`config.mk`:
```
export PLATFORM = sky130hd
export DESIGN_NAME = atlb_div
export DESIGN_NICKNAME = d
export VERILOG_FILES = /design/src/design/atlb_div.sv
export SDC_FILE = /design/constraint.sdc
export NUM_CORES = 2
export LEC_CHECK = 0
export BUFFER_PORTS_ARGS = -buffer_cell sky130_fd_sc_hd__buf_2
export CAP_MARGIN = 30
export CORE_ASPECT_RATIO = 0.8
export CORE_MARGIN = 1
export CORE_UTILIZATION = 53
export DETAILED_ROUTE_END_ITERATION = 8
export PLACE_DENSITY = 0.77
export SYNTH_ARGS = -nofsm -noshare
export SYNTH_HDL_FRONTEND = slang
export SYNTH_SLANG_ARGS = --single-unit
```
`constraint.sdc`:
```
create_clock -name clock -period 6.02 [get_ports clock]
set_input_delay 0 -clock clock [delete_from_list [all_inputs] [get_ports clock]]
set_output_delay 0 -clock clock [all_outputs]
set_load 0.01 [all_outputs]
```
`src/design/atlb_div.sv`:
```
module atlb_div #(
   parameter int NUM_W  = 46,
   parameter int SQ_W   = 24,
   parameter int QW     = 17,
   parameter int SIDE_W = 10
) (
   input  logic              clock,
   input  logic              reset,
   input  logic              adv,
   input  logic              in_valid,
   input  logic [NUM_W-1:0]  num_a,
   input  logic [NUM_W-1:0]  num_b,
   input  logic [SQ_W-1:0]   divisor,
   input  logic [SIDE_W-1:0] side_in,
   output logic              out_valid,
   output logic [QW-1:0]     quo_a,
   output logic [QW-1:0]     quo_b,
   output logic [SIDE_W-1:0] side_out
);

   localparam int CMP_W = NUM_W + SQ_W + QW;

   logic [QW:0]         v_ff, sa_ff, sb_ff;
   logic [NUM_W-1:0]    ra_ff [QW+1], rb_ff [QW+1], ra_in [QW+1], rb_in [QW+1];
   logic [QW-1:0]       qa_ff [QW+1], qb_ff [QW+1], qa_in [QW+1], qb_in [QW+1];
   logic [SIDE_W-1:0]   side_ff [QW+1];
   logic [CMP_W-1:0]    limit_in, sub_in;

   // quotients that do not fit saturate to all ones
   assign limit_in = CMP_W'(divisor) << QW;

   // restoring division, one quotient bit per stage, two lanes
   always_comb begin
      ra_in[0] = num_a;
      rb_in[0] = num_b;
      qa_in[0] = '0;
      qb_in[0] = '0;
      sub_in   = '0;
      for (int k = 1; k <= QW; k++) begin
         sub_in = CMP_W'(divisor) << (QW - k);
         if (CMP_W'(ra_ff[k-1]) >= sub_in) begin
            ra_in[k] = NUM_W'(CMP_W'(ra_ff[k-1]) - sub_in);
            qa_in[k] = qa_ff[k-1] | (QW'(1) << (QW - k));
         end else begin
            ra_in[k] = ra_ff[k-1];
            qa_in[k] = qa_ff[k-1];
         end
         if (CMP_W'(rb_ff[k-1]) >= sub_in) begin
            rb_in[k] = NUM_W'(CMP_W'(rb_ff[k-1]) - sub_in);
            qb_in[k] = qb_ff[k-1] | (QW'(1) << (QW - k));
         end else begin
            rb_in[k] = rb_ff[k-1];
            qb_in[k] = qb_ff[k-1];
         end
      end
   end

   always_ff @(posedge clock) begin
      if (reset) v_ff <= '0;
      else if (adv) v_ff <= {v_ff[QW-1:0], in_valid};
   end

   always_ff @(posedge clock) begin
      if (adv) begin
         sa_ff      <= {sa_ff[QW-1:0], (CMP_W'(num_a) >= limit_in)};
         sb_ff      <= {sb_ff[QW-1:0], (CMP_W'(num_b) >= limit_in)};
         side_ff[0] <= side_in;
         for (int k = 0; k <= QW; k++) begin
            ra_ff[k] <= ra_in[k];
            rb_ff[k] <= rb_in[k];
            qa_ff[k] <= qa_in[k];
            qb_ff[k] <= qb_in[k];
         end
         for (int k = 1; k <= QW; k++) side_ff[k] <= side_ff[k-1];
      end
   end

   assign out_valid = v_ff[QW];
   assign quo_a     = sa_ff[QW] ? '1 : qa_ff[QW];
   assign quo_b     = sb_ff[QW] ? '1 : qb_ff[QW];
   assign side_out  = side_ff[QW];

endmodule

```
## Word-level counts from Yosys, hierarchy flattened

Memories as Yosys holds them, arrays and structs flattened.
Index checks and enable logic that the tools add are counted.

| word-level totals | value |
|---|---|
| register bits | 54 |
| bits in writable memories | 2448 |
| input bits | 130 |
| output and inout bits | 45 |
| memories | 5 |

| operators by class | value |
|---|---|
| add/sub/neg operators | 34 |
| order comparisons | 36 |
| mux-type cells | 72 |

Memory list:

| name | depth | bits a word | read ports | clocked after Yosys merged registers in | write ports | RTL line | text |
|---|---|---|---|---|---|---|---|
| ra_ff | 18 | 46 | 17 | 0 | 18 | 24 | `logic [NUM_W-1:0] ra_ff [QW+1], rb_ff [QW+1], ra_in [QW+1], rb_in [QW+1];` |
| rb_ff | 18 | 46 | 17 | 0 | 18 | 24 |  |
| qa_ff | 18 | 17 | 18 | 0 | 18 | 25 | `logic [QW-1:0] qa_ff [QW+1], qb_ff [QW+1], qa_in [QW+1], qb_in [QW+1];` |
| qb_ff | 18 | 17 | 18 | 0 | 18 | 25 |  |
| side_ff | 18 | 10 | 18 | 0 | 18 | 26 | `logic [SIDE_W-1:0] side_ff [QW+1];` |

Operator list:

| cell | number |
|---|---|
| $mux W46 | 34 |
| $ge A46 B24 Y1 | 2 |
| $ge A46 B25 Y1 | 2 |
| $ge A46 B26 Y1 | 2 |
| $ge A46 B27 Y1 | 2 |
| $ge A46 B28 Y1 | 2 |
| $ge A46 B29 Y1 | 2 |
| $ge A46 B30 Y1 | 2 |
| $ge A46 B31 Y1 | 2 |
| $ge A46 B32 Y1 | 2 |
| $ge A46 B33 Y1 | 2 |
| $ge A46 B34 Y1 | 2 |
| $ge A46 B35 Y1 | 2 |
| $ge A46 B36 Y1 | 2 |
| $ge A46 B37 Y1 | 2 |
| $ge A46 B38 Y1 | 2 |
| $ge A46 B39 Y1 | 2 |
| $ge A46 B40 Y1 | 2 |
| $ge A46 B41 Y1 | 2 |
| $sub A46 B24 Y46 | 2 |
| $sub A46 B25 Y46 | 2 |
| $sub A46 B26 Y46 | 2 |
| $sub A46 B27 Y46 | 2 |
| $sub A46 B28 Y46 | 2 |
| 29 further kinds | 62 |

## Longest topological paths before layout

An unclocked memory read counts as a cell.

| logic depth | value |
|---|---|
| word-level depth | 3 |
| gate-level depth with buffers | 17 |
| gate-level depth less buffers | 16 |

## Worst setup path before layout

OpenSTA, ideal clock, no wires.

| timing path | value |
|---|---|
| path kind | input-to-reg |
| start point | input divisor[1] |
| end point | memory rb_ff[6][13], data pin |
| setup time | 0.268 ns |
| arrival | 4.575 ns |
| data required time | 5.752 ns |
| path slack | 1.177 ns |
| stages on the path | 11 |
| buffers on the path | 2 |
| path through | inv_1 -> ha_1 -> nor2b_1 -> o21ai_0 -> a21oi_1 -> a2111oi_0 -> o32ai_1 -> a211oi_1 -> clkbuf_1 -> clkbuf_1 -> o21ai_0 |

RTL lines:

| element | RTL line | text |
|---|---|---|
| start, declared | 13 | `input logic [SQ_W-1:0] divisor,` |
| end, declared | 24 |  |

==> results.cfg <==
[status]
status = finished, final reports clean

[timing]
drv_slew = 0
fin_setup_tns_ns = 0
max_slew.worst_pin.slew_ns = 1.18
skew_ns = 0.0999
hold_viol = 0
fin_crit_ns = 4.56
setup_violations = 0
maxSlewHeadroom_pct = 21.1
rsz0062_at_grt = false
fin_ws_ns = 1.46
max_freq_ghz = 0.219
fin_crit_sh_pct = 75.8

[drt]
drtIter0Drc = 8721
drc_errors = 0
routed-via-count = 90500
wl_mm = 325
vias_per_cell = 6.19
dr.pass1.iters = 8
wire_per_inst_um = 22.2
final_antenna_net_count = 0

[worst_setup_path]
crit_path_start = ra_ff[9][7]$_DFFE_PP_
critPathLaunchType = register
crit_end = ra_ff[10][33]$_DFFE_PP_
endpoint_kind = register
regToRegStartpoint = ra_ff[9][7]$_DFFE_PP_
reg2reg_to = ra_ff[10][33]$_DFFE_PP_
crit_arrival_ns = 5.20
rrSetupSlack_ns = 1.46
crit_required_ns = 6.65
cp_max_fo = 5
r2r_cells = 15
critPathKind = reg2reg

[power_and_ir_drop]
p_leak_nw = 51.2
vdd_drop_max_mv = 0.245
p_per_area_nw_per_um2 = 451

[logic_synthesis]
synth_edf_count = 2086
syn_nets = 11900
synthDominantCellAreaShare_pct = 51.3
synth_area_per_cell_um2 = 11.2
ys_seq_elements = 2104
synth_area_leaders = edfxtp_1, ha_1, xnor2_1, a21oi_1, xor2_1
synth_flop_cell = edfxtp_1
syn_inst = 10900
ys_seq_area_share_pct = 51.6
async_flop_share_pct = 0
ys_warn_count = 0
synth_largest_area_cell = edfxtp_1
syn_area_um2 = 122000
synth.distinct_cells = 90

[global_route]
grt_use_total_pct = 27.2
overflow = 0
grt_max_degree = 212
antenna_found_initial = 20
grt_pass1_vias = 87500
grt_first_pass_wirelength_mm = 497

[clock_network]
clockBufferDepth = 4
cts-resized-gates = 0
cts.clk_slew.worst_paths_ns = 0.06
cts_buffers = 219
root_buffer = clkbuf_16
insertion_delay_ns = 0.92
cts_hold_buffers = 213
clock_sinks = 2104
cts.htree.levels = 4
cts_tree = done
postCtsSetupBuffers = 0

[min_path]
hp-class = in2reg

[finish]
area_delta_synth_final_pct = 12.0
final_util_pct = 59.8
drive_above_1_share_pct = 8.76
layout.nets = 12400
fin_cells = 14600

[die]
ioPinCount = 175
placementRows = 157
fp.dieArea_um2 = 232000
die_x_um = 539
die_y_um = 431
start_util_pct = 53.3
core_area_um2 = 229000

[placed_design]
place.gp.congestion = 0.981
detailed_place_hpwl_mm = 236
portBuffers = 174
dp.cells = 14000
dp_slack_ns = 1.27

[flow_run]
drv_cap = 0
-- layer usage --
metal | vias to the layer above | global-route usage [%] | part of all wire, %
met5 | - | 0 | 0.0037
met2 | 3965 | 44.9 | 46
met4 | 2 | 12.8 | 5.1
met3 | 851 | 4.27 | 7.4
li1 | 42500 | - | -
met1 | 43200 | 35.4 | 41
-- placed cells by master, fill, tap and decap left out, drive strengths merged, types with 164 or more instances in the layout --
cell type / n
mux2: 186
ha: 864
nor3: 268
nor2: 848
a21oi: 939
xnor2: 582
nand2: 806
inv: 298
xor2: 462
clkbuf: 262
a21o: 399
o21ai: 648
buf: 319
dlygate4sd3: 213
nor4: 164
edfxtp: 2086
nand3: 218
-- power breakdown --
group          switching [mW]  internal, mW
logic                    14.0          10.3
clock network            5.85          7.97
registers                2.49          21.0
-- state kept, by name, indices dropped and copies added (netlist names) --
signal and cells:
sa_ff 18, qb_ff 153, qa_ff 153, rb_ff 782
side_ff 180, ra_ff 782, v_ff 18, sb_ff 18
-- cells by family after synthesis --
logic type                 after synthesis  synth area share [%]
buffers and inverters                  543                  1.68
and+or+nand+nor                       3293                  13.4
xor gates and xnor gates              1044                  7.49
adders and majority gates              896                  9.38
muxes                                  215                  1.95
AOI/OAI and AO/OA                     2828                  14.4
DFF                                   2104                  51.6
-- worst max-delay path, cell delays in order (launching register included) --
cell       delay, ns
edfxtp_1        0.40
inv_1           0.07
ha_1            0.15
inv_1           0.07
fa_1            0.41
a21o_1          0.23
a221o_1         0.36
a2111oi_0       0.62
buf_4           0.22
o21ai_0         0.13
o41ai_2         0.41
o31a_1          0.29
nor2_1          0.08
or4b_1          0.57
nor3_1          0.21
xor2_1          0.09
-- synthesized netlist by cell type (21+ instances only) --
master     number
edfxtp_1     2086
a21oi_1       939
ha_1          864
nor2_1        848
nand2_1       806
o21ai_0       645
xnor2_1       582
xor2_1        462
a21o_1        399
inv_1         282
nor3_1        266
clkbuf_1      235
nand3_1       218
mux2_2        186
nor4_1        164
nand2b_1      144
nand4_1       143
nor2b_1       117
o21a_1        106
or3_1         103
o21bai_1       91
or2_2          90
a211oi_1       86
a31oi_1        86
and3_1         79
o31ai_1        73
or4_1          67
o211ai_1       63
and2_1         46
nand3b_1       37
nor4b_1        37
nand4b_1       33
fa_1           32
a211o_1        31
o2111ai_1      30
mux2i_1        29
nor3b_1        29
a21boi_0       25
and4_1         24
a2111oi_0      23
o31a_1         23
a221o_1        21
-- stage by stage --
| stage | hold WS (ns) | total power, mW | area (um2) |
|---|---|---|---|
| final | 0.0926 | 61.6 | 137000 |
| after global routing | 0.0553 | 65.1 | 137000 |
| after CTS | 0.0197 | 61.3 | 137000 |
| after detailed placement | 0.179 | 47.3 | 127000 |
| after global placement | 0.176 | 46.5 | 127000 |
| after floorplan | 0.0989 | 40.6 | 122000 |
-- cell type report --
class | instances | area, um2
clock buffers | 261 | 5680
diodes | 13 | 32.5
multi-input cells | 8276 | 57200
inverters | 283 | 1060
repair buffers | 533 | 4420
fillers | 17700 | 92100
well taps | 3021 | 3780
clock inverters | 136 | 1560
flip-flops and latches | 2104 | 63000
-- how the worst min path moves through the flow --
stage | start | end | slack, ns | cells after the start
2_1_floorplan | num_a[0] | ra_ff[0][0]$_DFFE_PP_ | 0.1 | 0
3_5_place_dp | side_in[0] | side_ff[0][0]$_DFFE_PP_ | 0.18 | 1
3_3_place_gp | side_in[9] | side_ff[0][9]$_DFFE_PP_ | 0.18 | 1
6_report | divisor[0] | ra_ff[10][7]$_DFFE_PP_ | 0.09 | 3
4_1_cts | divisor[0] | ra_ff[10][7]$_DFFE_PP_ | 0.02 | 3
5_1_grt | divisor[0] | ra_ff[10][7]$_DFFE_PP_ | 0.06 | 3
Power figures use the tool's default switching activity.
