[config.mk]
export PLATFORM = sky130hd
export DESIGN_NAME = atlb_geom
export DESIGN_NICKNAME = d
export VERILOG_FILES = /design/src/design/atlb_pkg.sv /design/src/design/atlb_geom.sv
export SDC_FILE = /design/constraint.sdc
export NUM_CORES = 2
export LEC_CHECK = 0
export BUFFER_PORTS_ARGS = -buffer_cell sky130_fd_sc_hd__clkbuf_2
export CORE_ASPECT_RATIO = 0.9
export CORE_MARGIN = 2
export CORE_UTILIZATION = 29
export DETAILED_ROUTE_END_ITERATION = 10
export PLACE_DENSITY = 0.44
export RECOVER_POWER = 100
export SLEW_MARGIN = 15
export SYNTH_ARGS = -nofsm -noshare
export SYNTH_HDL_FRONTEND = slang
export SYNTH_SLANG_ARGS = --single-unit
[constraint.sdc]
create_clock -name clock -period 7.2 [get_ports clock]
set_input_delay 0.72 -clock clock [delete_from_list [all_inputs] [get_ports clock]]
set_output_delay 0.72 -clock clock [all_outputs]
set_load 0.005 [all_outputs]
[src/design/atlb_pkg.sv]
package atlb_pkg;

   // fixed field widths
   localparam int BYTE_W = 8;
   localparam int HT_W   = 12;
   localparam int COV_W  = 9;
   localparam int IDX_W  = 3;
   localparam logic [COV_W-1:0] COV_ONE = COV_W'(256);

   // register indexes
   localparam logic [IDX_W-1:0] IDX_BEGIN_ROW = 3'd0;
   localparam logic [IDX_W-1:0] IDX_BEGIN_COL = 3'd1;
   localparam logic [IDX_W-1:0] IDX_END_ROW   = 3'd2;
   localparam logic [IDX_W-1:0] IDX_END_COL   = 3'd3;
   localparam logic [IDX_W-1:0] IDX_HALF_TH   = 3'd4;
   localparam logic [IDX_W-1:0] IDX_LINE      = 3'd5;
   localparam logic [IDX_W-1:0] IDX_GAMMA     = 3'd6;

   typedef logic [15:0] lut_type [256];

   // decode of one gray code to linear light, evaluated at elaboration
   function automatic logic [15:0] lin_decode(int lin_bits, bit gamma2, int v);
      longint unsigned lm;
      longint unsigned vv;
      longint unsigned y;
      longint unsigned y2;
      longint unsigned r;
      longint unsigned p;
      longint unsigned cand;
      longint unsigned r2;
      longint unsigned p5;
      lm = (64'd1 << lin_bits) - 64'd1;
      vv = longint'(v);
      if (gamma2) begin
         return 16'((64'd2 * lm * vv * vv + 64'd65025) / 64'd130050);
      end
      if (vv <= 64'd10) begin
         return 16'((64'd2 * lm * vv * 64'd100 + 64'd329460) / 64'd658920);
      end
      y  = ((64'd1000 * vv + 64'd14025) << 30) / 64'd269025;
      y2 = (y * y) >> 30;
      r  = 64'd0;
      for (int b = 30; b >= 0; b--) begin
         cand = r | (64'd1 << b);
         r2   = (cand * cand) >> 30;
         p5   = (((r2 * r2) >> 30) * cand) >> 30;
         if (cand <= (64'd1 << 30) && p5 <= y2) r = cand;
      end
      p = (y2 * r) >> 30;
      return 16'((p * lm + (64'd1 << 29)) >> 30);
   endfunction

   function automatic lut_type build_lut(int lin_bits, bit gamma2);
      lut_type t;
      for (int v = 0; v < 256; v++) t[v] = lin_decode(lin_bits, gamma2, v);
      return t;
   endfunction

endpackage

[src/design/atlb_geom.sv]
module atlb_geom #(
   parameter int COORD_BITS = 12,
   parameter int FRAC_BITS  = 4
) (
   input  logic                                    clock,
   input  logic                                    reset,
   input  logic                                    adv,
   input  logic                                    in_valid,
   input  logic [COORD_BITS-1:0]                   row,
   input  logic [COORD_BITS-1:0]                   col,
   input  logic [atlb_pkg::BYTE_W-1:0]             bg,
   input  logic [COORD_BITS+FRAC_BITS-1:0]         begin_row,
   input  logic [COORD_BITS+FRAC_BITS-1:0]         begin_col,
   input  logic signed [COORD_BITS+FRAC_BITS:0]    dr,
   input  logic signed [COORD_BITS+FRAC_BITS:0]    dc,
   input  logic [2*(COORD_BITS+FRAC_BITS):0]       l2,
   output logic                                    out_valid,
   output logic [2*(COORD_BITS+FRAC_BITS)+17-FRAC_BITS:0] num_perp,
   output logic [2*(COORD_BITS+FRAC_BITS)+17-FRAC_BITS:0] num_ov,
   output logic [atlb_pkg::BYTE_W+1:0]             side
);
   import atlb_pkg::*;

   localparam int PW    = COORD_BITS + FRAC_BITS;
   localparam int D_W   = PW + 1;
   localparam int M_W   = 2 * D_W;
   localparam int T_W   = M_W + 1;
   localparam int L2_W  = 2*PW + 1;
   localparam int SH    = 15 - FRAC_BITS;
   localparam int NUM_W = T_W + SH;

   logic [3:0]              v_ff;
   logic [BYTE_W-1:0]       bg_ff [4];
   logic [PW-1:0]           pos_r_in, pos_c_in;
   logic signed [D_W-1:0]   qr_ff, qc_ff;
   logic signed [M_W-1:0]   prr_ff, pcc_ff, prc_ff, pcr_ff;
   logic signed [T_W-1:0]   t_ff, cross_ff, l2s_in;
   logic [T_W-1:0]          mag_in, u_in;
   logic                    inside_in;
   logic [NUM_W-1:0]        np_ff, no_ff;
   logic                    zero_ff, inside_ff;

   assign pos_r_in = PW'(row) << FRAC_BITS;
   assign pos_c_in = PW'(col) << FRAC_BITS;

   // offsets relative to the begin point, products, dot and cross, classification
   always_comb begin
      l2s_in    = T_W'($signed({1'b0, l2}));
      inside_in = !t_ff[T_W-1] && (t_ff <= l2s_in);
      mag_in    = cross_ff[T_W-1] ? T_W'(-cross_ff) : T_W'(cross_ff);
      u_in      = t_ff[T_W-1] ? T_W'(-t_ff) : T_W'(t_ff - l2s_in);
   end

   always_ff @(posedge clock) begin
      if (reset) v_ff <= '0;
      else if (adv) v_ff <= {v_ff[2:0], in_valid};
   end

   always_ff @(posedge clock) begin
      if (adv) begin
         qr_ff     <= $signed({1'b0, pos_r_in}) - $signed({1'b0, begin_row});
         qc_ff     <= $signed({1'b0, pos_c_in}) - $signed({1'b0, begin_col});
         bg_ff[0]  <= bg;
         prr_ff    <= qr_ff * dr;
         pcc_ff    <= qc_ff * dc;
         prc_ff    <= qr_ff * dc;
         pcr_ff    <= qc_ff * dr;
         bg_ff[1]  <= bg_ff[0];
         t_ff      <= T_W'(prr_ff) + T_W'(pcc_ff);
         cross_ff  <= T_W'(prc_ff) - T_W'(pcr_ff);
         bg_ff[2]  <= bg_ff[1];
         np_ff     <= NUM_W'(mag_in) << SH;
         no_ff     <= NUM_W'(u_in) << SH;
         zero_ff   <= (l2 == '0);
         inside_ff <= inside_in;
         bg_ff[3]  <= bg_ff[2];
      end
   end

   assign out_valid = v_ff[3];
   assign num_perp  = np_ff;
   assign num_ov    = no_ff;
   assign side      = {zero_ff, inside_ff, bg_ff[3]};

endmodule

==> Word-level counts from Yosys, hierarchy flattened <==
Memories as Yosys holds them, arrays and structs flattened.
Index checks and enable logic that the tools add are counted.
{ "totals": {"memories": 1, "latchBits": 0, "inputBits": 135, "output_inout_bits": 103, "mem_bits_rw": 32, "romBits": 0, "regBits": 316} }
{ "memory_table": {"columns": ["memory", "words", "word_bits", "read_ports", "rd_ports_with_merged_regs", "write_ports", "line_no", "text"], "rows": [
  ["bg_ff", 4, 8, 4, 0, 4, "atlb_geom.sv:33", "logic [BYTE_W-1:0] bg_ff [4];"]
]} }
{ "op_classes": {"shifts": 0, "n_reduce_logical": 3, "mul": 4, "order_cmp": 1, "div": 0, "add_sub_neg": 7, "n_eq_ne": 0, "bitwise_logic": 0, "muxes": 4} }
{ "ops": {"columns": ["operator", "count"], "rows": [
  ["$mul 17x17->34", 4],
  ["$neg 35->35", 2],
  ["$add 34x34->35", 1],
  ["$le 35x34->1", 1],
  ["$mux 35", 1],
  ["$sub 34x34->35", 1],
  ["$sub 35x34->35", 1],
  ["$mux 34", 1],
  ["$sub 16x16->17", 2],
  ["$logic_not 33->1", 1],
  ["$mux 1", 2],
  ["$logic_and 1x1->1", 1],
  ["$logic_not 1->1", 1]
]} }

==> Logic depth before layout (Yosys ltp) <==
{ "logic_depth": {"ltp_word": 2, "depth_mapped": 27, "depth_no_buf": 26} }

==> Worst setup path after synthesis <==
No wires, ideal clock.
{ "synth_path": {"kind": "input-to-reg", "startpoint": "input port dc[8]", "endpoint": "register prc_ff[33], data pin", "setup_slack_ns": 0.361, "path_stages": 26, "setup_ns": 0.260, "arrival_ns": 6.579, "cell_sequence": "clkbuf_1 clkbuf_1 nand2_1 fa_1 inv_1 fa_1 inv_1 fa_1 inv_1 fa_1 fa_1 inv_1 fa_1 inv_1 ha_1 and4_1 a21oi_1 a211oi_1 a21oi_1 a311oi_1 o21ai_1 nand2b_1 a2111o_1 a31o_1 a31oi_1 xnor2_1"} }
{ "synth_via": {"elab_chain_len": 1} }
{ "synth_lines": {"columns": ["item", "line_no", "text"], "rows": [
  ["start: declaration", "atlb_geom.sv:15", "input logic signed [COORD_BITS+FRAC_BITS:0] dc,"],
  ["$mul 17x17->34", "atlb_geom.sv:66", "prc_ff <= qr_ff * dc;"],
  ["end signal: assignment", "atlb_geom.sv:66", null],
  ["end: declaration", "atlb_geom.sv:36", "logic signed [M_W-1:0] prr_ff, pcc_ff, prc_ff, pcr_ff;"]
]} }
Every way passes these cells.
A chain may end at the register's enable or synchronous reset.

==> Worst setup path after layout <==
{ "layout_path": {"startpoint": "register qc_ff[9]", "endpoint": "register pcc_ff[32], data pin"} }
{ "layout_via": {"elab_chain_len": 1} }
{ "layout_lines": {"columns": ["item", "line_no", "text"], "rows": [
  ["start: declaration", "atlb_geom.sv:35", "logic signed [D_W-1:0] qr_ff, qc_ff;"],
  ["start signal: assignment", "atlb_geom.sv:62", "qc_ff <= $signed({1'b0, pos_c_in}) - $signed({1'b0, begin_col});"],
  ["$mul 17x17->34", "atlb_geom.sv:65", "pcc_ff <= qc_ff * dc;"],
  ["end signal: assignment", "atlb_geom.sv:65", null],
  ["end: declaration", "atlb_geom.sv:36", null]
]} }
Every way passes these cells.

==> results.tsv <==
stage	metric	value	unit
setup_path	path_class	reg -> reg	
clock_tree	cts_max_level	2	
global_routing	grt_use_total	16.1	%
clock_tree	cts_tree	done	
clock_tree	cts_buffers	48	
clock_tree	cts_hold_buffers	0	
min_path	min_from	bg[7]	
detailed_routing	first_iter_violations	2133	
final_layout	final_common_cell	inv_1	
final_layout	fin_cells	9475	
floorplanning	die_x	489	µm
setup_path	cp.arrival	7290	ps
min_path	hold_depth	1	
setup_path	cp_max_fo	22	
sta	timing.final.ws_setup	290	ps
placed_design	dp_cells	9380	
min_path	min_to	bg_ff[0][7]	
final_layout	final_layout_size_suffix_gt1_share	8.67	%
sta	relSlewSlack	-178	%
sta	period_share	96.0	%
detailed_routing	vias	42700	
synth	syn_area	0.0614	mm²
floorplanning	placeableCoreArea	0.211	mm²
placed_design	place_congestion	0.854	
clock_tree	cts_sinks	348	
detailed_routing	first_pass_iters	7	
synth	yosys.area_share.xor_xnor	4.34	%
synth	yosys.area_share.simple	13.8	%
run_status	violations	max-capacitance violations, max-slew violations	
setup_path	cpMostUsedCell	fa_1	
global_routing	gr-total-overflow	0	
detailed_routing	finalWirelength	166	mm
synth	yosys_most_used_dff	edfxtp_1	
clock_tree	clk_path_buf_depth	3	
placed_design	port_buffers	215	
synth	async_flop_share	0	%
sta	setup_viol	0	
synth	synth_seq_cells	348	
detailed_routing	wl_per_cell	17.6	µm
detailed_routing	route.detailed.drc	0	
min_path	hold_path_class	in -> reg	
sta	slew_violations	370	
global_routing	antenna_found_initial	14	
setup_path	r2r-start	qc_ff[9]	
setup_path	crit_path_cell_trace	buf_12, nand2_1, fa_1, fa_1, fa_1, inv_1, fa_1, fa_1, fa_1, ha_1, a21oi_1, o21ai_0, a22oi_1, o31ai_1, buf_4, o21ai_1, nor4_1, buf_4, o21ai_1, a21oi_1, a41o_1, o41ai_1, xnor2_1	
placed_design	dp_hpwl	139	mm
global_routing	grt_pass1_vias	45900	
setup_path	ff2ff_setup_slack	290	ps
synth	syn_inst	6224	
floorplanning	fp.dieArea	0.215	mm²
synth	synthMuxAreaShare	0.0652	%
setup_path	reg2reg_depth	23	
synth	yosysWarnings	0	
synth	yosysTopAreaCell	fa_1	
sta	fin_skew	28.6	ps
global_routing	grt_max_degree	161	
placed_design	place_ws	-208	ps
synth	synth_compound_area_share	6.78	%
floorplanning	rows	160	
floorplanning	die_h	441	µm
setup_path	timing.rr.end	pcc_ff[32]	
floorplanning	start_util	29.1	%
setup_path	worst_ep_required_time	7580	ps
floorplanning	io_pins	238	
clock_tree	clk_pin_slew_worst_paths	60	ps
run	cap_viol_max_count	4	
synth	synth_top_family_by_area	adder cells	
clock_tree	cts_root_buffer	clkbuf_16	
final_layout	layout.nets	8390	
synth	synth_fa_ha_area_share	48.3	%
synth	synth_edf_count	344	
synth	synthTopCellsByArea	fa_1 (39%), edfxtp_1 (17%), ha_1 (9.6%)	
clock_tree	clk_latency	660	ps
synth	synth_seq_area_share	17.0	%
final_layout	final_cell_mix	inv_1 (1329), fa_1 (1187), nand2_1 (639)	
sta	tightest_slew	4170	ps
synth	synth_area_per_cell	9.86	µm²
sta	rsz0062_at_grt	no	
setup_path	cpPeakStageDelay	640	ps
sta	fin_crit	6910	ps
setup_path	slowest_stage	edfxtp_1	
setup_path	cp-start-kind	flop	
synth	synth.top_cell.area_share	38.7	%
setup_path	crit_path_end_kind	flop	
run_status	status	finished, violations left	
sta	finalHoldViolCount	0	
detailed_routing	vias_per_cell	4.50	
detailed_routing	postRouteAntennaNets	0	
synth	ys_types	84	
sta	fmax	145	MHz
final_layout	syn_to_final_growth	13.7	%
final_layout	fill_cells	21800	
global_routing	grt_pass1_wl	269	mm
worst max path at each step:
| stage | from | to | slack, ps | depth (start not counted) |
|---|---|---|---|---|
| 5_1_grt | qc_ff[12] | pcc_ff[32] | 3 | 26 |
| 4_1_cts | qr_ff[13] | prr_ff[33] | 30 | 25 |
| 2_1_floorplan | dc[8] | prc_ff[33] | 360 | 26 |
| 6_report | qc_ff[9] | pcc_ff[32] | 290 | 23 |
| 3_3_place_gp | dc[8] | pcc_ff[29] | -150 | 25 |
| 3_5_place_dp | dc[6] | pcc_ff[32] | -210 | 27 |
logic make-up after synthesis:
logic type / count (synthesis)
AND/OR/NAND/NOR: 1691
adder cells (fa/ha/maj): 1656
buffers and inverters: 1577
AO/OA/AOI/OAI: 643
flip-flops: 348
XOR/XNOR: 304
multiplexers: 4
other: 1
flip-flops by register name, indices dropped and copies added, names as in the netlist:
signal	flops
inside_ff	1
prc_ff	34
cross_ff	35
qr_ff	17
t_ff	35
pcr_ff	34
num_perp	35
bg_ff	32
v_ff	4
pcc_ff	34
prr_ff	34
qc_ff	17
zero_ff	1
num_ov	35
per-stage QoR:
step / utilization, % / setup TNS [ps] / hold WS (ps) / area [µm²]
3_3_place_gp: 32.4 / -384 / 400 / 68400
3_5_place_dp: 32.4 / -964 / 405 / 68400
5_1_grt: 33.1 / 0 / 199 / 69800
2_1_floorplan: - / 0 / 400 / 61500
4_1_cts: 33.2 / 0 / 181 / 70000
6_report: 33.1 / 0 / 251 / 69800
Yosys cell counts (19+ instances only):
master    instances
and3_1           19
nand3_1          43
edfxtp_1        344
clkbuf_1        218
inv_1          1329
o21ai_1          29
or3_1            22
a21oi_1         187
nor4_1           22
nor2_1          192
fa_1           1187
ha_1            469
and2_1          579
a21o_1           97
xor2_1           76
a211oi_1         21
nand2b_1         51
nand2_1         639
o21ai_0         112
nor2b_1          36
buf_4            24
o31ai_1          19
o21bai_1         33
xnor2_1         228
o21a_1           32
nor3_1           38
final cells by class:
type                            instances  area (µm²)  share of cell area, %
Clock buffer                           58        1270                   1.82
Clock inverter                         28         343                  0.491
Inverter                             1331        5000                   7.16
Multi-Input combinational cell       4320       45000                   64.4
Sequential cell                       348       10400                   14.9
Antenna cell                            5        12.5                 0.0179
Timing Repair Buffer                  550        4250                   6.09
Tap cell                             2835        3550                   5.08
critical path, delay by kind of cell, from the launching register on:
kind / cells / cell delay [ps]
XOR/XNOR: 1 / 130
AND/OR/NAND/NOR: 2 / 180
AO/OA/AOI/OAI: 9 / 1800
flip-flops: 1 / 640
buffers and inverters: 4 / 600
adder cells (fa/ha/maj): 7 / 3260
metal layers:
layer,global-route usage (%),wire [µm],up-vias
met4,2.73,2580,6
met1,22.6,76900,22000
met2,26.9,80000,705
met5,0,40,-
met3,1.88,6930,114
li1,-,-,19900
what timing repair did:
item / 4_1_cts / 5_1_grt
gates resized for setup: 0 / 1
setup buffers: 0 / 4
endpoints found under the setup margin: 0 / 4
Power is left out: the tool's default activity adds up to more than one toggle a clock period on the data nets, which glitch-free logic cannot reach.
