**src/design/atlb_pkg.sv**
```systemverilog
package atlb_pkg;

   // fixed field widths
   localparam int BYTE_W = 8;
   localparam int HT_W   = 12;
   localparam int COV_W  = 9;
   localparam int IDX_W  = 3;
   localparam logic [COV_W-1:0] COV_ONE = COV_W'(256);

   // register indexes
   localparam logic [IDX_W-1:0] IDX_BEGIN_ROW = 3'd0;
   localparam logic [IDX_W-1:0] IDX_BEGIN_COL = 3'd1;
   localparam logic [IDX_W-1:0] IDX_END_ROW   = 3'd2;
   localparam logic [IDX_W-1:0] IDX_END_COL   = 3'd3;
   localparam logic [IDX_W-1:0] IDX_HALF_TH   = 3'd4;
   localparam logic [IDX_W-1:0] IDX_LINE      = 3'd5;
   localparam logic [IDX_W-1:0] IDX_GAMMA     = 3'd6;

   typedef logic [15:0] lut_type [256];

   // decode of one gray code to linear light, evaluated at elaboration
   function automatic logic [15:0] lin_decode(int lin_bits, bit gamma2, int v);
      longint unsigned lm;
      longint unsigned vv;
      longint unsigned y;
      longint unsigned y2;
      longint unsigned r;
      longint unsigned p;
      longint unsigned cand;
      longint unsigned r2;
      longint unsigned p5;
      lm = (64'd1 << lin_bits) - 64'd1;
      vv = longint'(v);
      if (gamma2) begin
         return 16'((64'd2 * lm * vv * vv + 64'd65025) / 64'd130050);
      end
      if (vv <= 64'd10) begin
         return 16'((64'd2 * lm * vv * 64'd100 + 64'd329460) / 64'd658920);
      end
      y  = ((64'd1000 * vv + 64'd14025) << 30) / 64'd269025;
      y2 = (y * y) >> 30;
      r  = 64'd0;
      for (int b = 30; b >= 0; b--) begin
         cand = r | (64'd1 << b);
         r2   = (cand * cand) >> 30;
         p5   = (((r2 * r2) >> 30) * cand) >> 30;
         if (cand <= (64'd1 << 30) && p5 <= y2) r = cand;
      end
      p = (y2 * r) >> 30;
      return 16'((p * lm + (64'd1 << 29)) >> 30);
   endfunction

   function automatic lut_type build_lut(int lin_bits, bit gamma2);
      lut_type t;
      for (int v = 0; v < 256; v++) t[v] = lin_decode(lin_bits, gamma2, v);
      return t;
   endfunction

endpackage

```
**src/design/atlb_cfg.sv**
```systemverilog
module atlb_cfg #(
   parameter int PW = 16
) (
   input  logic                          clock,
   input  logic                          reset,
   input  logic                          csr_wr_en,
   input  logic [atlb_pkg::IDX_W-1:0]    csr_index,
   input  logic [PW-1:0]                 csr_wr_data,
   output logic [PW-1:0]                 begin_row,
   output logic [PW-1:0]                 begin_col,
   output logic signed [PW:0]            dr,
   output logic signed [PW:0]            dc,
   output logic [2*PW:0]                 l2,
   output logic [(2*PW+16)/2-1:0]        root,
   output logic [atlb_pkg::HT_W-1:0]     half_thickness,
   output logic [atlb_pkg::BYTE_W-1:0]   line_brightness,
   output logic                          gamma_mode,
   output logic                          busy
);
   import atlb_pkg::*;

   localparam int L2_W  = 2*PW + 1;
   localparam int SQ_W  = (L2_W + 15) / 2;
   localparam int CNT_W = $clog2(SQ_W + 1);

   logic [PW-1:0]      br_ff, bc_ff, er_ff, ec_ff;
   logic [HT_W-1:0]    ht_ff;
   logic [BYTE_W-1:0]  lb_ff;
   logic               gm_ff;
   logic signed [PW:0] dr_ff, dc_ff, dr_in, dc_in;
   logic [L2_W-1:0]    l2_ff, l2_in;
   logic [SQ_W-1:0]    root_ff, trial_in;
   logic [2*SQ_W-1:0]  sq_in, x_in;
   logic [CNT_W-1:0]   cnt_ff;
   logic               pend_ff;

   // register writes
   always_ff @(posedge clock) begin
      if (reset) begin
         br_ff <= '0;
         bc_ff <= '0;
         er_ff <= '0;
         ec_ff <= '0;
         ht_ff <= '0;
         lb_ff <= '1;
         gm_ff <= 1'b1;
      end else if (csr_wr_en) begin
         case (csr_index)
            IDX_BEGIN_ROW: br_ff <= csr_wr_data;
            IDX_BEGIN_COL: bc_ff <= csr_wr_data;
            IDX_END_ROW:   er_ff <= csr_wr_data;
            IDX_END_COL:   ec_ff <= csr_wr_data;
            IDX_HALF_TH:   ht_ff <= HT_W'(csr_wr_data);
            IDX_LINE:      lb_ff <= BYTE_W'(csr_wr_data);
            IDX_GAMMA:     gm_ff <= csr_wr_data[0];
            default: ;
         endcase
      end
   end

   // direction and squared length, refreshed every cycle
   always_comb begin
      dr_in = $signed({1'b0, er_ff}) - $signed({1'b0, br_ff});
      dc_in = $signed({1'b0, ec_ff}) - $signed({1'b0, bc_ff});
      l2_in = L2_W'(dr_in * dr_in) + L2_W'(dc_in * dc_in);
   end

   always_ff @(posedge clock) begin
      if (reset) begin
         dr_ff <= '0;
         dc_ff <= '0;
         l2_ff <= '0;
      end else begin
         dr_ff <= dr_in;
         dc_ff <= dc_in;
         l2_ff <= l2_in;
      end
   end

   // bit-serial square root of l2 scaled by 2^14, one root bit a cycle
   always_comb begin
      trial_in = root_ff | (SQ_W'(1) << (cnt_ff - CNT_W'(1)));
      sq_in    = trial_in * trial_in;
      x_in     = (2*SQ_W)'(l2_ff) << 14;
   end

   always_ff @(posedge clock) begin
      if (reset) begin
         pend_ff <= 1'b0;
         cnt_ff  <= '0;
         root_ff <= '0;
      end else begin
         pend_ff <= csr_wr_en;
         if (pend_ff) begin
            cnt_ff  <= CNT_W'(SQ_W);
            root_ff <= '0;
         end else if (cnt_ff != '0) begin
            cnt_ff <= cnt_ff - CNT_W'(1);
            if (sq_in <= x_in) root_ff <= trial_in;
         end
      end
   end

   assign begin_row       = br_ff;
   assign begin_col       = bc_ff;
   assign dr              = dr_ff;
   assign dc              = dc_ff;
   assign l2              = l2_ff;
   assign root            = root_ff;
   assign half_thickness  = ht_ff;
   assign line_brightness = lb_ff;
   assign gamma_mode      = gm_ff;
   assign busy            = csr_wr_en | pend_ff | (cnt_ff != '0);

endmodule

```
**config.mk**
```make
export PLATFORM = sky130hd
export DESIGN_NAME = atlb_cfg
export DESIGN_NICKNAME = d
export VERILOG_FILES = /design/src/design/atlb_pkg.sv /design/src/design/atlb_cfg.sv
export SDC_FILE = /design/constraint.sdc
export NUM_CORES = 2
export LEC_CHECK = 0
export BUFFER_PORTS_ARGS = -buffer_cell sky130_fd_sc_hd__buf_4
export CORE_MARGIN = 10
export CORE_UTILIZATION = 66
export DETAILED_ROUTE_END_ITERATION = 10
export PLACE_DENSITY = 0.86
export SYNTH_ARGS = -nofsm -noshare
export SYNTH_HDL_FRONTEND = slang
export SYNTH_SLANG_ARGS = --single-unit
export TNS_END_PERCENT = 100
```
**constraint.sdc**
```tcl
create_clock -name clock -period 14.74 [get_ports clock]
set_input_delay 1.474 -clock clock [delete_from_list [all_inputs] [get_ports clock]]
set_output_delay 1.474 -clock clock [all_outputs]
set_load 0.05 [all_outputs]
```
* Yosys cells after proc, flatten, opt, wreduce, memory -nomap -nowiden
Index checks and enable logic that the tools add are counted.
W data, S select, Z words.
** Storage, ports and cells
- Flip-flop bits (word level) :: 182
- Input bits :: 22
- Output and inout port bits :: 145
- Logic and storage cells :: 46
** Cells by class
- Add/sub/neg operators :: 4
- $mul :: 3
- Magnitude comparators :: 1
- Equality and inequality tests :: 6
- Shifts and indexed selects :: 1
- Mux-type cells :: 2
- Bitwise logic cells :: 3
- Reduce and logical (&&, ||, !) cells :: 12
** Operators with widths (number)
- $mul A17 B17 Y33 :: 2
- $le A48 B47 Y1 :: 1
- $mul A24 B24 Y48 :: 1
- $sub A16 B16 Y17 :: 2
- $add A33 B33 Y33 :: 1
- $or A24 B24 Y24 :: 1
- $shl A1 B5 Y24 const A :: 1
- $reduce_and A2 Y1 :: 8
- $mux W5 :: 2
- $eq A3 B3 Y1 const B :: 3
- $eq A3 B2 Y1 const B :: 2
- $reduce_bool A5 Y1 :: 1
- $sub A5 B1 Y5 const B :: 1
- $eq A3 B1 Y1 const B :: 1
- $logic_not A3 Y1 :: 1
- $or A1 B1 Y1 :: 2
- $reduce_bool A2 Y1 :: 1
- $reduce_or A2 Y1 :: 1

* Logic depth before layout (Yosys ltp)
- Depth in word-level cells :: 6
- Gate-level depth with buffers :: 51
- Gate-level depth less buffers :: 47

* Worst setup path after synthesis
Ideal clock, no wire load.
- Path type :: reg-to-reg
- From :: reg cnt_ff[0]
- To :: reg root_ff[21], in the netlist root[21]
- Arrival :: 10783 ps
- Data required time :: 14655 ps
- Slack :: 3872 ps
- Stages on the path, launching flop included :: 48
- Period minus slack after synthesis :: 10868 ps
- Cells stage by stage :: dfxtp_1 > inv_1 > ha_1 > or2b_1 > or2_1 > o22ai_1 > a21o_1 > clkbuf_1 > clkinv_1 > nor2_1 > inv_1 > fa_1 > inv_1 > fa_1 > inv_1 > fa_1 > inv_1 > fa_1 > [12 not listed] > nand3_2 > a31o_2 > a221oi_4 > o211ai_1 > a21oi_1 > xnor2_1 > ha_1 > nand2_1 > or4_1 > nor4_1 > nand4_1 > nor3_1 > nand4_1 > o311a_1 > or2_1 > clkbuf_2 > buf_6 > o31ai_2
** Between the ends
- Longest elaborated chain between the ends :: 6
** Ends and longest elaborated chain
- start: declaration :: line atlb_cfg.sv:34 : logic [CNT_W-1:0] cnt_ff;
- start signal: assignment :: line atlb_cfg.sv:95 : cnt_ff <= CNT_W'(SQ_W);
- start signal: assignment :: line atlb_cfg.sv:98 : cnt_ff <= cnt_ff - CNT_W'(1);
- $sub A5 B1 Y5 :: line atlb_cfg.sv:82 : trial_in = root_ff | (SQ_W'(1) << (cnt_ff - CNT_W'(1)));
- $shl A1 B5 Y24 :: line atlb_cfg.sv:82
- $or A24 B24 Y24 :: line atlb_cfg.sv:82
- $mul A24 B24 Y48 :: line atlb_cfg.sv:83 : sq_in = trial_in * trial_in;
- $le A48 B47 Y1 :: line atlb_cfg.sv:99 : if (sq_in <= x_in) root_ff <= trial_in;
- $reduce_and A2 Y1 (no source line)
- end signal: assignment :: line atlb_cfg.sv:99
- end: declaration :: line atlb_cfg.sv:32 : logic [SQ_W-1:0] root_ff, trial_in;
Parallel ways exist; a longest one is shown, timed or not.
A chain may end at the register's enable or synchronous reset.

* Worst setup path in the final report
- From :: reg cnt_ff[0]
- To :: reg root_ff[1], in the netlist root[1]
Same word-level chain as after synthesis.

==> impl_summary.md <==
Logic synthesis
The number of cells produced by synthesis is 4,721. The area of the mapped netlist is between 40,000 and 50,000 µm². After synthesis, flip-flops and latches occupy 8.47% of the total area. The largest area contributor in the synthesized netlist is sky130_fd_sc_hd__fa_1. By area the synthesized netlist is led by sky130_fd_sc_hd__fa_1 47%, sky130_fd_sc_hd__inv_1 11%, sky130_fd_sc_hd__ha_1 11%. The number of flops mapped to enable cells by yosys is 0. The synthesis warning total is 0.

After synthesis, the share of flip-flops with an asynchronous set or reset is 0%. The area share of the largest cell type after synthesis is 47.2%. The dominant register cell in the synthesized netlist is sky130_fd_sc_hd__dfxtp_1. The distinct cell type count of the synthesized netlist is 80.

The average cell area after synthesis is 9.11 µm². The flop and latch count out of synthesis is 182. When the netlist entered floorplanning its net count stood at just over 6,000.

Drt
The final layout contains routed wiring with a total length of 118,000 µm. After the first detailed-routing iteration, the DRC count stood at 2,528. The via-per-instance ratio is 5.76.

The routed length per placed instance is just over 20 µm. Across all layers, the routed design uses 32,792 vias. The number of nets with antenna violations after detailed routing is 0. The remaining design rule violation count is 0. The number of detailed-route iterations in the first pass is 8.

Clock tree
In this run, post-CTS repair resized a total of 0 instances. After clock tree synthesis, the clock-pin slew on the worst setup and hold paths is approximately 90 ps. At the later pin of the worst-skew pair, clock insertion delay measures between 500 and 600 ps.

The CTS sink count is ~180. Counting along the longest clock path gives a buffer depth of 2. TritonCTS created 17 clock buffers. Buffers inserted to repair hold after CTS numbered 0. The root buffer cell is sky130_fd_sc_hd__clkbuf_16.

TritonCTS built the clock tree. Once the clock tree was built, the setup fixing pass inserted 0 buffers. CTS built an H-tree with a depth of 4.

Cells and area
The finished cells cover 45,800 µm². The number of non-filler instances in the completed layout is 5,691. The net count of the finished layout is 6,230. Compared with the post-synthesis result, the final layout area differs by 6.60%. The fraction of final layout cells with drive strength greater than 1 is 6.66%. The final cell utilization of the core is 71.1%.

Floorplan
The effective utilization at floorplan is 66.7%. The full die area is 75,800 µm². The core region is approximately 64,000 µm².

167 I/O pins were placed. The vertical die dimension is approximately 280 µm. In this run the core area contains 93 standard-cell rows. Measured along the x axis, the die boundary spans approximately 280 µm.

Setup path
The cell with the largest stage delay on the worst path is sky130_fd_sc_hd__or2_1. The number of cells on the worst reg-to-reg path is 42. Setup slack on the worst reg-to-reg path comes out at 1660 ps. The worst setup path is captured at a flop.

The end of the worst register-to-register path is root[1]. The worst setup path is launched from a flop. The category of the critical setup timing path is reg -> reg. At the worst endpoint, the arrival time is 13,510 ps.

The largest fanout on the critical path is 23. In this run the critical register-to-register path is launched from cnt_ff[0]. In this design, the critical path's most frequently occurring cell is sky130_fd_sc_hd__inv_1. The endpoint required time on the critical path is 15,170 ps. On the worst path, the slowest cell contributes a delay of ~690 ps.

Timing
Setup repair after global routing left no endpoint under its margin. The maximum frequency from static timing analysis is 76.5 MHz. The transition time of the tightest slew-check pin is 1230 ps. The final setup violation count is 0. The final number of max-transition violations is 0.

The summed negative setup slack over all endpoints is 0 ps. The final clock skew is ~24 ps. The clock period minus final worst setup slack is 13,080 ps. Headroom to the max-slew limit came out at 18.0%. The count of endpoints failing hold in the final timing report is 0. The final period utilization is 88.7%.

Global routing
Global routing finished with a remaining overflow of 0. The global-route wire length before repair is 189,000 µm. The total routing resource utilization after global routing is 32.6%.

The number of global-route vias before repair was about 37,000. The initial antenna violation count is 1. Entering global routing, the biggest net connects 70 pins.

Status
The run finished with clean final reports.

Placed design
Routability-driven placement finished with a final weighted congestion of 1.01. The total placed instance area is 45,200 µm². Detailed placement finished with a half-perimeter wire length of 97,700 µm. Counting tap cells, the placed design contains a total of 5,658 instances. The number of I/O port buffers is 166.

Worst hold path
The path type of the worst min-delay path is reg -> reg. The number of stages on the worst hold path is 2. The worst-case hold path end point is er_ff[13]. The critical hold path startpoint is er_ff[13].

Flow run
Across the run, the number of max-cap violations was 0.
==> metrics by stage <==
step	hold slack [ps]	setup WS [ps]
final	461	1660
after floorplan	436	3870
after CTS	461	1900
after global placement	443	2290
after global routing	481	1110
after detailed placement	448	1960
==> logic make-up (layout without fill, tap and decap cells) <==
family                   Yosys count  after routing  share of synthesized area (%)
other                              0              1                              0
AND/OR/NAND/NOR                 1139           1139                           11.0
buffers and inverters           1448           1562                           12.8
adder cells (fa/ha/maj)         1386           1386                           58.0
AO/OA/AOI/OAI                    426            426                           6.79
flip-flops                       182            182                           8.47
XOR/XNOR                         136            136                           2.80
multiplexers                       4              4                         0.0989
==> critical path: cells and delay by family, from the launching register on <==
family                   cells  cell delay [ps]
adder cells (fa/ha/maj)     10             4370
AND/OR/NAND/NOR              9             2760
flip-flops                   1              360
XOR/XNOR                     1              160
buffers and inverters        9             1180
AO/OA/AOI/OAI               13             4130
==> registers in the layout, indices dropped and copies added (netlist names) <==
name	count
l2	33
root	24
dc	17
dr	17
begin_col	16
begin_row	16
ec_ff	16
er_ff	16
half_thickness	12
line_brightness	8
cnt_ff	5
gamma_mode	1
pend_ff	1
==> cell usage after synthesis, types with 10 or more instances <==
master,n
sky130_fd_sc_hd__a31oi_1,15
sky130_fd_sc_hd__buf_1,16
sky130_fd_sc_hd__nand3_1,19
sky130_fd_sc_hd__fa_1,1014
sky130_fd_sc_hd__nor2_1,397
sky130_fd_sc_hd__clkbuf_1,110
sky130_fd_sc_hd__o21ai_0,41
sky130_fd_sc_hd__xor2_1,39
sky130_fd_sc_hd__a21o_1,56
sky130_fd_sc_hd__o31ai_2,20
sky130_fd_sc_hd__xnor2_1,95
sky130_fd_sc_hd__a21oi_1,166
sky130_fd_sc_hd__inv_1,1301
sky130_fd_sc_hd__and2_1,44
sky130_fd_sc_hd__o21bai_1,14
sky130_fd_sc_hd__a211oi_1,10
sky130_fd_sc_hd__nor3_1,28
sky130_fd_sc_hd__dfxtp_1,182
sky130_fd_sc_hd__nand2b_1,19
sky130_fd_sc_hd__nor2b_1,30
sky130_fd_sc_hd__o21a_1,25
sky130_fd_sc_hd__ha_1,372
sky130_fd_sc_hd__nand2_1,546
==> area by class of cell <==
type / instances / area, µm²
Multi-Input combinational cell: 3091 / 33900
Fill cell: 4634 / 18600
Inverter: 1311 / 4920
Sequential cell: 182 / 3640
Timing Repair Buffer: 219 / 1640
Tap cell: 855 / 1070
Clock buffer: 17 / 425
Clock inverter: 15 / 208
Antenna cell: 1 / 2.50
==> cell usage in the layout (no fill, tap or decap), drive strengths merged, types with 7 or more instances in the layout <==
master / instances
a31oi: 16
and2: 44
a21o: 56
o21bai: 14
fa: 1014
buf: 219
a31o: 9
o21a: 25
nand2b: 19
o21ai: 45
a211oi: 13
inv: 1317
dfxtp: 182
nand3: 21
nand3b: 9
xor2: 41
o211ai: 8
nor2: 397
and3: 7
nor2b: 30
nand4: 9
o31ai: 28
nor3: 28
ha: 372
nand2: 546
or2: 9
xnor2: 95
clkbuf: 17
a21oi: 169
clkinv: 9
==> worst max path at each step <==
stage                          from  endpoint  slack [ps]  cells past startpoint
after floorplan           cnt_ff[0]  root[21]        3870                     47
after global placement    cnt_ff[0]   root[1]        2290                     42
after detailed placement  cnt_ff[0]   root[1]        1960                     42
after CTS                 cnt_ff[0]   root[1]        1900                     42
after global routing      cnt_ff[0]   root[1]        1110                     42
final                     cnt_ff[0]   root[1]        1660                     42
==> layer usage <==
| layer | GRT usage (%) | part of all wire, % | routed length [µm] | vias up |
|---|---|---|---|---|
| met3 | 8.11 | 10 | 11900 | 557 |
| met2 | 54.7 | 49 | 57900 | 1794 |
| met1 | 36.6 | 33 | 39100 | 16390 |
| met5 | 0 | 0.010 | 12 | - |
| li1 | - | - | - | 14049 |
| met4 | 21.6 | 7.7 | 9090 | 2 |
Power is left out: the tool's default activity adds up to more than one toggle a clock period on the data nets, which glitch-free logic cannot reach.
